<file path="src/design/cma_pkg.sv">
// Package for the centered moving average unit.
// Holds the configuration register width and the sequencer state type.
// No dependencies.
package cma_pkg;

	// Width of the window length configuration register.
	localparam int WL_W = 6;

	// Sequencer states, one-hot coded.
	typedef enum logic [5:0] {
		ST_IDLE      = 6'b000001,
		ST_SUB       = 6'b000010,
		ST_PICK      = 6'b000100,
		ST_DIV       = 6'b001000,
		ST_FLUSH_RD  = 6'b010000,
		ST_FLUSH_OUT = 6'b100000
	} cma_state_t;

endpackage

</file>
<file path="src/design/cma_if.sv">
// Channel interfaces of the centered moving average unit: sample requests,
// result requests and the window length write channel.
// Depends on cma_pkg for the register width.
interface cma_sample_if #(
	parameter int SAMPLE_BITS = 16
) ();
	logic                   valid;
	logic                   ready;
	logic [SAMPLE_BITS-1:0] sample;
	logic                   track_end;

	modport source (output valid, output sample, output track_end, input ready);
	modport sink   (input valid, input sample, input track_end, output ready);
endinterface

interface cma_result_if #(
	parameter int SAMPLE_BITS = 16
) ();
	logic                   valid;
	logic                   ready;
	logic [SAMPLE_BITS-1:0] value;
	logic                   averaged;
	logic                   last;

	modport source (output valid, output value, output averaged, output last, input ready);
	modport sink   (input valid, input value, input averaged, input last, output ready);
endinterface

interface cma_cfg_if import cma_pkg::*; ();
	logic            valid;
	logic            ready;
	logic [WL_W-1:0] window_length;

	modport source (output valid, output window_length, input ready);
	modport sink   (input valid, input window_length, output ready);
endinterface

</file>
<file path="src/design/cma_ring.sv">
// Sample ring memory of the centered moving average unit.
// One write port and one registered read port; no dependencies.
module cma_ring #(
	parameter int DEPTH  = 33,
	parameter int DATA_W = 16
) (
	input  logic                     clk,
	input  logic                     wr_en,
	input  logic [$clog2(DEPTH)-1:0] wr_addr,
	input  logic [DATA_W-1:0]        wr_data,
	input  logic                     rd_en,
	input  logic [$clog2(DEPTH)-1:0] rd_addr,
	output logic [DATA_W-1:0]        rd_data
);

	logic [DATA_W-1:0] mem [DEPTH];

	always_ff @(posedge clk) begin
		if (wr_en) begin
			mem[wr_addr] <= wr_data;
		end
	end

	always_ff @(posedge clk) begin
		if (rd_en) begin
			rd_data <= mem[rd_addr];
		end
	end

endmodule

</file>
<file path="src/design/cma_serial_div.sv">
// Bit-serial restoring divider of the centered moving average unit.
// One quotient bit per cycle; no dependencies.
module cma_serial_div #(
	parameter int DIVIDEND_W = 22,
	parameter int DIVISOR_W  = 6
) (
	input  logic                  clk,
	input  logic                  arst_n,
	input  logic                  start,
	input  logic [DIVIDEND_W-1:0] dividend,
	input  logic [DIVISOR_W-1:0]  divisor,
	output logic                  busy,
	output logic [DIVIDEND_W-1:0] quotient
);

	localparam int CNT_W = $clog2(DIVIDEND_W + 1);

	logic [DIVIDEND_W-1:0] num_q;
	logic [DIVISOR_W-1:0]  rem_q;
	logic [DIVISOR_W-1:0]  den_q;
	logic [CNT_W-1:0]      cnt_q;
	logic                  busy_q;

	logic [DIVISOR_W:0]    trial;
	logic [DIVISOR_W:0]    diff;
	logic                  fits;

	// The dividend leaves at the top of num_q while quotient bits enter at the bottom.
	assign trial = {rem_q, num_q[DIVIDEND_W-1]};
	assign diff  = trial - {1'b0, den_q};
	assign fits  = trial >= {1'b0, den_q};

	always_ff @(posedge clk or negedge arst_n) begin
		if (!arst_n) begin
			num_q  <= '0;
			rem_q  <= '0;
			den_q  <= '0;
			cnt_q  <= '0;
			busy_q <= 1'b0;
		end else if (start) begin
			num_q  <= dividend;
			rem_q  <= '0;
			den_q  <= divisor;
			cnt_q  <= CNT_W'(DIVIDEND_W);
			busy_q <= 1'b1;
		end else if (busy_q) begin
			num_q  <= {num_q[DIVIDEND_W-2:0], fits};
			rem_q  <= fits ? diff[DIVISOR_W-1:0] : trial[DIVISOR_W-1:0];
			cnt_q  <= cnt_q - CNT_W'(1);
			busy_q <= cnt_q != CNT_W'(1);
		end
	end

	assign busy     = busy_q;
	assign quotient = num_q;

	// The partial remainder always stays below the divisor.
	a_rem_below_den: assert property (@(posedge clk) disable iff (!arst_n)
		busy_q |-> rem_q < den_q)
		else $error("partial remainder reached the divisor");

	// The final step ends the division.
	a_last_step_ends: assert property (@(posedge clk) disable iff (!arst_n)
		(busy_q && !start && cnt_q == CNT_W'(1)) |=> !busy_q)
		else $error("divider ran past its last step");

endmodule

</file>
<file path="src/design/centered_moving_average_unit.sv">
// Top level of the centered moving average unit.
// Depends on cma_pkg, cma_if, cma_ring and cma_serial_div.
//
// Usage: the samples channel takes one frame value per request, with track_end
// on the final frame of a class track. The results channel gives one frame for
// each frame of a track: the truncated mean of the 2*half+1 frames centered on
// it, or the frame unchanged near either end of the track, with last on the
// final frame. The user must write window_length on cfg only while the block is
// idle; the block does not enforce this. A write also clears the track state.
// With a window below two every frame passes straight through, one request per
// cycle while the receiver keeps up, the result showing in the next cycle.
// Otherwise results lag by half frames. An averaged frame passes the subtract
// and pick steps and the bit-serial divider (one quotient bit per cycle); an
// early passthrough frame needs subtract and pick, and each frame flushed by
// track_end a read and an output step, set by the single ring read port. One
// request is in work at a time. Reset zeroes window_length and clears the track
// state; the sample ring is not cleared: only current-track entries are read.
// A stalled result waits in the output register and the sequencer holds at its
// next result step; in passthrough samples.ready stays low until it is taken.
module centered_moving_average_unit import cma_pkg::*; #(
	parameter int MAX_WINDOW  = 32,
	parameter int SAMPLE_BITS = 16
) (
	input  logic                clk,
	input  logic                arst_n,
	cma_cfg_if.sink             cfg,
	cma_sample_if.sink          samples,
	cma_result_if.source        results
);

	// The ring holds one full window plus the entry about to drop out.
	localparam int DEPTH = MAX_WINDOW + 1;
	localparam int PTR_W = $clog2(DEPTH);
	// Counts up to the tap count, which may equal the ring depth.
	localparam int CNT_W = $clog2(DEPTH + 1);
	localparam int T_W   = $clog2(2 * DEPTH);
	// Room for a full window sum plus the sample added before the oldest leaves.
	localparam int SUM_W = SAMPLE_BITS + CNT_W;

	cma_state_t             state_q;
	logic [CNT_W-1:0]       half_q;
	logic [CNT_W-1:0]       taps_q;
	logic [PTR_W-1:0]       wp_q;
	logic [CNT_W-1:0]       fs_q;
	logic [SUM_W-1:0]       sum_q;
	logic [SAMPLE_BITS-1:0] s_q;
	logic                   end_q;
	logic                   sub_q;
	logic [CNT_W-1:0]       rem_q;

	logic                   res_valid_q;
	logic [SAMPLE_BITS-1:0] res_value_q;
	logic                   res_avg_q;
	logic                   res_last_q;

	logic                   in_fire;
	logic                   cfg_fire;
	logic                   pass_mode;
	logic                   out_free;
	logic                   full;
	logic                   has_main;
	logic                   main_done;
	logic                   out_load;
	logic [SAMPLE_BITS-1:0] out_value;
	logic                   out_avg;
	logic                   out_last;
	logic                   div_start;
	logic                   div_busy;
	logic [SUM_W-1:0]       quotient;
	logic                   rd_en;
	logic [PTR_W-1:0]       rd_addr;
	logic [SAMPLE_BITS-1:0] rd_data;
	logic [WL_W-1:0]        win_clamped;
	logic [WL_W-1:0]        half_cfg;
	logic [CNT_W-1:0]       rem_start;

	// Ring position of the sample written age requests before the one at ptr.
	function automatic logic [PTR_W-1:0] ring_back(input logic [PTR_W-1:0] ptr,
			input logic [CNT_W-1:0] age);
		logic [T_W-1:0] t;
		t = T_W'(ptr) + T_W'(DEPTH) - T_W'(age);
		if (t >= T_W'(DEPTH)) begin
			t = t - T_W'(DEPTH);
		end
		return t[PTR_W-1:0];
	endfunction

	assign pass_mode = half_q == '0;
	assign out_free  = !res_valid_q || results.ready;
	assign full      = fs_q >= taps_q;
	assign has_main  = fs_q > half_q;
	assign rem_start = (fs_q < half_q) ? fs_q : half_q;

	assign cfg.ready     = 1'b1;
	assign cfg_fire      = cfg.valid;
	assign samples.ready = (state_q == ST_IDLE) && (!pass_mode || out_free);
	assign in_fire       = samples.valid && samples.ready;

	// Window lengths past MAX_WINDOW act as the largest window.
	assign win_clamped = (cfg.window_length > WL_W'(MAX_WINDOW)) ?
		WL_W'(MAX_WINDOW) : cfg.window_length;
	assign half_cfg    = (win_clamped < WL_W'(2)) ? '0 : (win_clamped >> 1);

	cma_ring #(
		.DEPTH  (DEPTH),
		.DATA_W (SAMPLE_BITS)
	) u_ring (
		.clk     (clk),
		.wr_en   (state_q == ST_SUB),
		.wr_addr (wp_q),
		.wr_data (s_q),
		.rd_en   (rd_en),
		.rd_addr (rd_addr),
		.rd_data (rd_data)
	);

	cma_serial_div #(
		.DIVIDEND_W (SUM_W),
		.DIVISOR_W  (CNT_W)
	) u_div (
		.clk      (clk),
		.arst_n   (arst_n),
		.start    (div_start),
		.dividend (sum_q),
		.divisor  (taps_q),
		.busy     (div_busy),
		.quotient (quotient)
	);

	// Ring reads, divider start and result loads for each step of a request.
	always_comb begin
		out_load  = 1'b0;
		out_value = rd_data;
		out_avg   = 1'b0;
		out_last  = 1'b0;
		div_start = 1'b0;
		main_done = 1'b0;
		rd_en     = 1'b0;
		rd_addr   = ring_back(wp_q, taps_q);
		unique case (state_q)
			ST_IDLE: begin
				if (in_fire) begin
					if (pass_mode) begin
						out_load  = 1'b1;
						out_value = samples.sample;
						out_last  = samples.track_end;
					end else begin
						// Fetch the frame that drops out of a full window.
						rd_en = 1'b1;
					end
				end
			end
			ST_SUB: begin
				// Fetch the frame at the center, for an early passthrough.
				rd_en   = 1'b1;
				rd_addr = ring_back(wp_q, half_q);
			end
			ST_PICK: begin
				if (has_main && full) begin
					div_start = 1'b1;
				end else if (has_main) begin
					if (out_free) begin
						out_load  = 1'b1;
						main_done = 1'b1;
					end
				end else begin
					main_done = 1'b1;
				end
			end
			ST_DIV: begin
				if (!div_busy && out_free) begin
					out_load  = 1'b1;
					out_value = quotient[SAMPLE_BITS-1:0];
					out_avg   = 1'b1;
					main_done = 1'b1;
				end
			end
			ST_FLUSH_RD: begin
				rd_en   = 1'b1;
				rd_addr = ring_back(wp_q, rem_q - CNT_W'(1));
			end
			ST_FLUSH_OUT: begin
				if (out_free) begin
					out_load = 1'b1;
					out_last = rem_q == '0;
				end
			end
			default: begin
			end
		endcase
	end

	always_ff @(posedge clk or negedge arst_n) begin
		if (!arst_n) begin
			state_q     <= ST_IDLE;
			half_q      <= '0;
			taps_q      <= CNT_W'(1);
			wp_q        <= '0;
			fs_q        <= '0;
			sum_q       <= '0;
			s_q         <= '0;
			end_q       <= 1'b0;
			sub_q       <= 1'b0;
			rem_q       <= '0;
			res_valid_q <= 1'b0;
			res_value_q <= '0;
			res_avg_q   <= 1'b0;
			res_last_q  <= 1'b0;
		end else begin
			unique case (state_q)
				ST_IDLE: begin
					// In passthrough mode the track state stays clear, so nothing changes.
					if (in_fire && !pass_mode) begin
						s_q     <= samples.sample;
						end_q   <= samples.track_end;
						sum_q   <= sum_q + SUM_W'(samples.sample);
						sub_q   <= full;
						if (!full) begin
							fs_q <= fs_q + CNT_W'(1);
						end
						state_q <= ST_SUB;
					end
				end
				ST_SUB: begin
					if (sub_q) begin
						sum_q <= sum_q - SUM_W'(rd_data);
					end
					state_q <= ST_PICK;
				end
				ST_PICK: begin
					if (div_start) begin
						state_q <= ST_DIV;
					end
				end
				ST_DIV: begin
				end
				ST_FLUSH_RD: begin
					rem_q   <= rem_q - CNT_W'(1);
					state_q <= ST_FLUSH_OUT;
				end
				ST_FLUSH_OUT: begin
					if (out_free) begin
						if (rem_q == '0) begin
							sum_q   <= '0;
							fs_q    <= '0;
							wp_q    <= '0;
							state_q <= ST_IDLE;
						end else begin
							state_q <= ST_FLUSH_RD;
						end
					end
				end
				default: begin
					state_q <= ST_IDLE;
				end
			endcase

			// After the centered frame, either flush the held frames or move on.
			if (main_done) begin
				if (end_q) begin
					rem_q   <= rem_start;
					state_q <= ST_FLUSH_RD;
				end else begin
					wp_q    <= (wp_q == PTR_W'(DEPTH - 1)) ? '0 : wp_q + PTR_W'(1);
					state_q <= ST_IDLE;
				end
			end

			if (out_load) begin
				res_valid_q <= 1'b1;
				res_value_q <= out_value;
				res_avg_q   <= out_avg;
				res_last_q  <= out_last;
			end else if (results.ready) begin
				res_valid_q <= 1'b0;
			end

			// A window write abandons any track and starts fresh.
			if (cfg_fire) begin
				half_q  <= CNT_W'(half_cfg);
				taps_q  <= CNT_W'({half_cfg, 1'b1});
				sum_q   <= '0;
				fs_q    <= '0;
				wp_q    <= '0;
				state_q <= ST_IDLE;
			end
		end
	end

	assign results.valid    = res_valid_q;
	assign results.value    = res_value_q;
	assign results.averaged = res_avg_q;
	assign results.last     = res_last_q;

	// The frame count saturates at the tap count.
	a_fs_bounded: assert property (@(posedge clk) disable iff (!arst_n)
		fs_q <= taps_q)
		else $error("frame count passed the tap count");

	// A flush step always has a held frame left to read.
	a_flush_count: assert property (@(posedge clk) disable iff (!arst_n)
		(state_q == ST_FLUSH_RD) |-> (rem_q != '0 && rem_q <= half_q))
		else $error("flush count out of range");

	// The divider is only started when it is free.
	a_div_start_idle: assert property (@(posedge clk) disable iff (!arst_n)
		div_start |-> !div_busy)
		else $error("divider started while busy");

endmodule

</file>
<file path="src/flat_wrapper.sv">
// flat-port wrapper written by rule: the top's interface ports become plain ports
module centered_moving_average_unit_flat import cma_pkg::*;
#(
	parameter int MAX_WINDOW  = 32,
	parameter int SAMPLE_BITS = 16
)
  (clk, arst_n, cfg_valid, cfg_window_length, cfg_ready, samples_valid, samples_sample, samples_track_end, samples_ready, results_valid, results_value, results_averaged, results_last, results_ready);
  cma_cfg_if cfg_i ();
  cma_sample_if #(.SAMPLE_BITS(SAMPLE_BITS)) samples_i ();
  cma_result_if #(.SAMPLE_BITS(SAMPLE_BITS)) results_i ();
  input  logic clk;
  input  logic arst_n;
  input wire logic [$bits(cfg_i.valid)-1:0] cfg_valid;
  input wire logic [$bits(cfg_i.window_length)-1:0] cfg_window_length;
  output wire logic [$bits(cfg_i.ready)-1:0] cfg_ready;
  input wire logic [$bits(samples_i.valid)-1:0] samples_valid;
  input wire logic [$bits(samples_i.sample)-1:0] samples_sample;
  input wire logic [$bits(samples_i.track_end)-1:0] samples_track_end;
  output wire logic [$bits(samples_i.ready)-1:0] samples_ready;
  output wire logic [$bits(results_i.valid)-1:0] results_valid;
  output wire logic [$bits(results_i.value)-1:0] results_value;
  output wire logic [$bits(results_i.averaged)-1:0] results_averaged;
  output wire logic [$bits(results_i.last)-1:0] results_last;
  input wire logic [$bits(results_i.ready)-1:0] results_ready;
  assign cfg_i.valid = cfg_valid;
  assign cfg_i.window_length = cfg_window_length;
  assign cfg_ready = cfg_i.ready;
  assign samples_i.valid = samples_valid;
  assign samples_i.sample = samples_sample;
  assign samples_i.track_end = samples_track_end;
  assign samples_ready = samples_i.ready;
  assign results_valid = results_i.valid;
  assign results_value = results_i.value;
  assign results_averaged = results_i.averaged;
  assign results_last = results_i.last;
  assign results_i.ready = results_ready;
  centered_moving_average_unit #(.MAX_WINDOW(MAX_WINDOW), .SAMPLE_BITS(SAMPLE_BITS)) u_core (.clk(clk), .arst_n(arst_n), .cfg(cfg_i), .samples(samples_i), .results(results_i));
endmodule
</file>
<file path="config.mk">
export PLATFORM = sky130hd
export DESIGN_NAME = centered_moving_average_unit_flat
export DESIGN_NICKNAME = d
export VERILOG_FILES = /design/src/design/cma_pkg.sv /design/src/design/cma_if.sv /design/src/design/cma_ring.sv /design/src/design/cma_serial_div.sv /design/src/design/centered_moving_average_unit.sv /design/src/flat_wrapper.sv
export SDC_FILE = /design/constraint.sdc
export NUM_CORES = 1
export LEC_CHECK = 0
export ABC_AREA = 1
export BUFFER_PORTS_ARGS = -buffer_cell sky130_fd_sc_hd__buf_2
export CORE_MARGIN = 2
export CORE_UTILIZATION = 45
export CTS_BUF_LIST = sky130_fd_sc_hd__clkbuf_16
export CTS_CLUSTER_DIAMETER = 60
export DETAILED_ROUTE_END_ITERATION = 16
export PLACE_DENSITY = 0.71
export SETUP_SLACK_MARGIN = 0.1
export SYNTH_ARGS = -nofsm -noshare
export SYNTH_HDL_FRONTEND = slang
export SYNTH_SLANG_ARGS = --single-unit
</file>
<file path="constraint.sdc">
create_clock -name clk -period 9.6 [get_ports clk]
set_clock_uncertainty 0.15 [all_clocks]
set_input_delay 0.96 -clock clk [delete_from_list [all_inputs] [get_ports clk]]
set_output_delay 0.96 -clock clk [all_outputs]
set_load 0.01 [all_outputs]
</file>
======== Yosys cells after proc, flatten, opt, wreduce, memory -nomap -nowiden ========
Memory sizes are Yosys's and may differ from the RTL's. A register that Yosys moved wholly into a read port is not among the register bits.
Index checks and enable logic that the tools add are counted.
word-level totals
  word-level logic and storage cells ...... 155
  register bits after elaboration ......... 134
  memories kept ........................... 1
  memory bits (writable) .................. 528
  output and inout bits ................... 21
  input port bits ......................... 28
memories
  name               depth  width  rd ports  clocked after memory_dff  write ports  RTL line        text
  u_core.u_ring.mem  33     16     1         1                         1            cma_ring.sv:16  logic [DATA_W-1:0] mem [DEPTH];
operators by class
  equality and inequality tests ........... 17
  mux-type cells .......................... 74
  add/sub/neg operators ................... 14
  $lt $le $gt $ge ......................... 9
  reduce and logical (&&, ||, !) cells .... 21
operators by type and width
  operator             count
  $mux 6               28
  $mux 22              7
  $pmux 22 s3          1
  $mux 16              3
  $pmux 6 s6           1
  $pmux 16 s2          1
  $mux 5               5
  $pmux 6 s2           2
  $add 22x16->22       1
  $mux 1               22
  $sub 22x16->22       1
  $ge 7x6->1 const B   3
  $sub 7x6->7          3
  $sub 6x6->6 const B  3
  $add 6x1->6 const B  2
  $eq 6x6->1 const B   2
  $logic_not 6->1      2
  $ne 3x2->1 const B   4
  $reduce_and 5->1     2
  $ne 4x2->1 const B   2
  $add 6x6->7 const B  1
  $ge 7x6->1           1
  $eq 6x1->1 const B   1
  $eq 6x2->1 const B   1
  25 further kinds     36

======== Depth between registers and ports, before layout ========
  depth after elaboration ................. 10
  gate-level depth with buffers ........... 30
  gate-level depth less buffers ........... 28

======== By module ========
Synthesis repeated with hierarchy kept, for this count alone.
unflattened totals
  cell total of the unflattened synthesis .. 3247
  area total of the unflattened synthesis .. 32043.2 µm²
by module, submodules not included
  module                        times used  cells each  area each (µm²)  seq. area each (µm²)
  cma_ring                      1           1819        22057.4          16335.7
  centered_moving_average_unit  1           1181        7878.8           2203.4
  cma_serial_div                1           247         2107.0           1001.0

======== Worst setup path after synthesis ========
No wires, ideal clock.
  path kind ............................... input -> register
  start ................................... input port samples_sample[2]
  end ..................................... register u_core.sum_q[21]
  stages .................................. 21
  path buffers ............................ 0
  required time ........................... 9327 ps
  arrival ................................. 3710 ps
  setup time .............................. 123 ps
  setup slack ............................. 5617 ps
  cells stage by stage .................... nor3_1 > nand4_1 > nor2_1 > nand4_1 > nor2_1 > nand2_1 > nor2_1 > nand2_1 > o21ai_0 > a21oi_1 > a21oi_1 > ha_1 > nand2_1 > o21ai_0 > a21oi_1 > o21ai_0 > a21oi_1 > o21bai_1 > a21oi_1 > o21ai_1 > o21ai_1
between the ends
  cells in the longest elaborated chain, start to end .. 4
ends and longest elaborated chain
  item                  RTL line                             text
  from (decl)           flat_wrapper.sv:17                   input wire logic [$bits(samples_i.sample)-1:0] samples_sample;
  $add 22x16->22        centered_moving_average_unit.sv:216  sum_q <= sum_q + SUM_W'(samples.sample);
  $mux 22               centered_moving_average_unit.sv:213  if (in_fire && !pass_mode) begin
  $pmux 22 s3           centered_moving_average_unit.sv:210  unique case (state_q)
  $mux 22               centered_moving_average_unit.sv:279  if (cfg_fire) begin
  to (signal assigned)  centered_moving_average_unit.sv:216
  to (signal assigned)  centered_moving_average_unit.sv:226  sum_q <= sum_q - SUM_W'(rd_data);
  to (decl)             centered_moving_average_unit.sv:45   logic [SUM_W-1:0] sum_q;
No other way between the ends. The select of a mux whose other input is x is not followed.
A chain may end at the register's enable or synchronous reset.

======== Worst setup path in the final report ========
  start ................................... register u_core.wp_q[0]
  end ..................................... register u_core.u_ring.rd_data[8] (read register of u_core.u_ring.mem), data pin
between the ends
  cells in the longest elaborated chain, start to end .. 5
  elaborated cells between the ends (all ways) .. 14
  those cells by class .................... add/sub: 7; order compare: 3; mux: 4
ends and longest elaborated chain
  item                                       RTL line                                                                text
  from (decl)                                centered_moving_average_unit.sv:43                                      logic [PTR_W-1:0] wp_q;
  from (signal assigned)                     centered_moving_average_unit.sv:264                                     wp_q <= (wp_q == PTR_W'(DEPTH - 1)) ? '0 : wp_q + PTR_W'(1);
  $add 6x6->7 *                              centered_moving_average_unit.sv:81                                      t = T_W'(ptr) + T_W'(DEPTH) - T_W'(age);
  $sub 7x6->7                                centered_moving_average_unit.sv:81
  $sub 6x6->6 or $ge 7x6->1 (tied branches)  centered_moving_average_unit.sv:83, centered_moving_average_unit.sv:82
  $mux 6                                     centered_moving_average_unit.sv:82                                      if (t >= T_W'(DEPTH)) begin
  $pmux 6 s2 *                               centered_moving_average_unit.sv:140                                     unique case (state_q)
  to (decl)                                  cma_ring.sv:13                                                          output logic [DATA_W-1:0] rd_data
Mark *: on every way between the ends. The rest lies on a longest branch, timed or not.

==> results.sh <==
export IMPL_post_dp_hpwl_um=50500
export IMPL_critPathLaunchType="flip-flop"
export IMPL_period_share=0.670
export IMPL_max_freq_mhz=156
export IMPL_synthesis_nets=3471
export IMPL_ff2ff_path_depth=21
export IMPL_clockRootBuffer="clkbuf_16"
export IMPL_clockBufferDepth=3
export IMPL_fin_cells=4403
export IMPL_core_sq_um=72800
export IMPL_drc=0
export IMPL_synth_top_cell_by_area="edfxtp_1"
export IMPL_critPathSlowestCell="dfrtp_1"
export IMPL_via_per_inst=5.53
export IMPL_worstSetupPathType="flip-flop to flip-flop"
export IMPL_grt_ovfl_total=0
export IMPL_cts_made_buffers=73
export IMPL_cts_num_sinks=672
export IMPL_die_x_um=275
export IMPL_grt_setup_unrepaired="false"
export IMPL_synth_top_area_share=0.494
export IMPL_worstPathMaxFanout=154
export IMPL_power_density_nw_per_um2=284
export IMPL_cts_resized=0
export IMPL_start_util=0.454
export IMPL_synthToLayoutAreaGrowth_pct=10.4
export IMPL_dp_cells=4271
export IMPL_finalCriticalPeriod_ns=6.43
export IMPL_drive_above_1_share=0.0825
export IMPL_switchingPower_w=0.00410
export IMPL_sw_frac_of_total=0.395
export IMPL_drt_iter0_drc=2667
export IMPL_fin_nets=3484
export IMPL_grt_max_degree=218
export IMPL_cp_slowest_stage_delay_ns=0.72
export IMPL_yosysMostFrequentCell="nand3_1"
export IMPL_synth_edf_count=544
export IMPL_setup_violations=0
export IMPL_fin_tns_setup_ns=0
export IMPL_reg2reg_slack_ns=3.17
export IMPL_outcome="completed"
export IMPL_grt_pass1_vias=22700
export IMPL_drv_slew=0
export IMPL_antenna_found_initial=0
export IMPL_synthDistinctLibCells=59
export IMPL_synth_warnings=0
export IMPL_io_pins=49
export IMPL_vias=24300
export IMPL_cap_viol_max_count=0
export IMPL_synth_commonest_cells="nand3_1, nand2_1, edfxtp_1, inv_1, nand3b_1"
export IMPL_die_h_um=275
export IMPL_place_gp_congestion=0.888
export IMPL_intPower_w=0.00626
export IMPL_hp_class="primary input to async pin"
export IMPL_comb_power_share=0.360
export IMPL_port_buffers=46
export IMPL_critPathRequiredTime_ns=9.80
export IMPL_globalRouteTotalUtil=0.221
export IMPL_diodes=0
export IMPL_leakage_nw=15.4
export IMPL_peakVddDrop_v=0.000186
export IMPL_slew_headroom=0.138
export IMPL_dieArea_sq_um=75700
export IMPL_syn_cell_area_sq_um=33100
export IMPL_cts_hold_buf=0
export IMPL_drtPass1Iterations=6
export IMPL_cts_tree="yes"
export IMPL_seqPwrFrac=0.381
export IMPL_r2r_end="u_core.u_ring.rd_data[8]$_DFFE_PP_"
export IMPL_rows=99
export IMPL_clockPowerShare=0.259
export IMPL_postSynthCellCount=3374
export IMPL_wl_um=84500
export IMPL_path_cells="inv_2 -> ha_1 -> ha_1 -> ha_1 -> inv_1 -> nand2_1 -> nor2_2 -> nand4_1 -> nand2_1 -> nand2_2 -> nand2_1 -> nand3_4 -> nand2_8 -> buf_12 -> nand2_1 -> nand3_1 -> nand3_1 -> nand3_1 -> nand3_1 -> nand3_1 -> nand2_1"
export IMPL_post_drt_wl_per_cell_um=19.2
export IMPL_clk_latency_ns=0.62
export IMPL_ant_nets=0
export IMPL_clkTransAtPathRegs_ns=0.06
export IMPL_syn_area_per_cell_sq_um=9.81
export IMPL_ys_flop_type="edfxtp_1"
export IMPL_r2r_start="u_core.wp_q[0]$_DFF_PN0_"
export IMPL_netlist_top_cells_area="edfxtp_1, nand3_1, dfrtp_1, nand2_1, inv_1"
export IMPL_synth_seq_cells=672
export IMPL_hold_viol=0
export IMPL_postCtsSetupBuffers=0
export IMPL_grt_pass1_wl_um=128000
export IMPL_ys_seq_area_frac=0.591
export IMPL_worstMarginPinSlew_ns=1.29
export IMPL_worstPathArrival_ns=6.63
export IMPL_htree_levels=3
export IMPL_end_kind="flip-flop"
export IMPL_ys_async_sr_fraction=0.190
## kinds of logic after synthesis
| group | Yosys count | share of synthesized area |
|---|---|---|
| compound gates | 310 | 0.0532 |
| xor+xnor | 33 | 0.00919 |
| fa+ha+maj | 69 | 0.0270 |
| buf+inv | 692 | 0.0866 |
| flops | 672 | 0.591 |
| mux | 8 | 0.00242 |
| other cells | 1 | 0.000113 |
| simple gates | 1589 | 0.231 |
## power by group through the flow
stage	Sequential, W	Combinational [W]	Clock (W)
6_report	0.00395	0.00373	0.00268
5_1_grt	0.00398	0.00407	0.00282
4_1_cts	0.00395	0.00369	0.00271
3_5_place_dp	0.00400	0.00367	0
3_3_place_gp	0.00400	0.00361	0
2_1_floorplan	0.00401	0.00244	0
## flip-flops by register name, summed over array words and instances (netlist names), 5 cells and up
register,count
u_core.s_q,16
u_core.u_ring.rd_data,16
u_core.sum_q,22
u_core.results.value,16
u_core.u_div.quotient,22
u_core.u_div.den_q,6
u_core.half_q,5
u_core.u_div.rem_q,6
u_core.u_div.cnt_q,5
u_core.state_q,6
u_core.fs_q,6
u_core.u_ring.mem,528
u_core.wp_q,6
u_core.rem_q,6
## critical path, delay by kind of cell (launching register included)
kind,cells,cell delay [ns]
buf+inv,3,0.77
simple gates,15,2.95
fa+ha+maj,3,1.24
flops,1,0.72
## per-stage QoR
step / hold WS [ns] / total power, W / setup slack [ns] / utilization / cell area [sq um]
after floorplan: 0.297 / 0.00645 / 5.62 / - / 33100
after global placement: 0.309 / 0.00761 / 3.40 / 0.470 / 34200
after detailed placement: 0.307 / 0.00767 / 3.33 / 0.470 / 34200
after CTS: 0.193 / 0.0103 / 3.29 / 0.502 / 36500
after global routing: 0.230 / 0.0109 / 2.88 / 0.502 / 36500
final: 0.196 / 0.0104 / 3.17 / 0.502 / 36500
## worst max path at each step
stage	from	to	slack (ns)	depth (start not counted)
after floorplan	samples_sample[2]	u_core.sum_q[21]$_DFFE_PN0P_	5.62	21
after global placement	u_core.wp_q[0]$_DFF_PN0_	u_core.u_ring.rd_data[6]$_DFFE_PP_	3.40	21
after detailed placement	u_core.wp_q[0]$_DFF_PN0_	u_core.u_ring.rd_data[8]$_DFFE_PP_	3.33	21
after CTS	u_core.wp_q[0]$_DFF_PN0_	u_core.u_ring.rd_data[0]$_DFFE_PP_	3.29	21
after global routing	u_core.wp_q[0]$_DFF_PN0_	u_core.u_ring.rd_data[0]$_DFFE_PP_	2.88	21
final	u_core.wp_q[0]$_DFF_PN0_	u_core.u_ring.rd_data[8]$_DFFE_PP_	3.17	21
## layer usage
metal	share of wire	wire (um)	track usage
met1	0.41	34400	0.293
met2	0.47	40000	0.363
met3	0.081	6840	0.0305
met4	0.038	3220	0.0960
met5	0	0	0
## area by class of cell
type                            instances  area (sq um)
Timing Repair Buffer                  110           754
Clock inverter                         58           435
Multi-Input combinational cell       2010         10800
Clock buffer                           74          1850
Fill cell                            6468         36300
Sequential cell                       672         19500
Tap cell                              959          1200
Inverter                              520          1950
## placed cells by master (no fill, tap or decap), types with 45 or more instances in the layout
cell,synthesis,layout
a21oi_1,89,89
buf_2,115,45
buf_4,21,61
clkbuf_16,0,74
dfrtp_1,127,127
edfxtp_1,544,544
ha_1,65,65
inv_1,504,521
nand2_1,585,584
nand3_1,660,660
nand3b_1,150,150
nor2_1,101,100
o21ai_0,120,120
No activity file was read; power rests on OpenSTA's default activity.
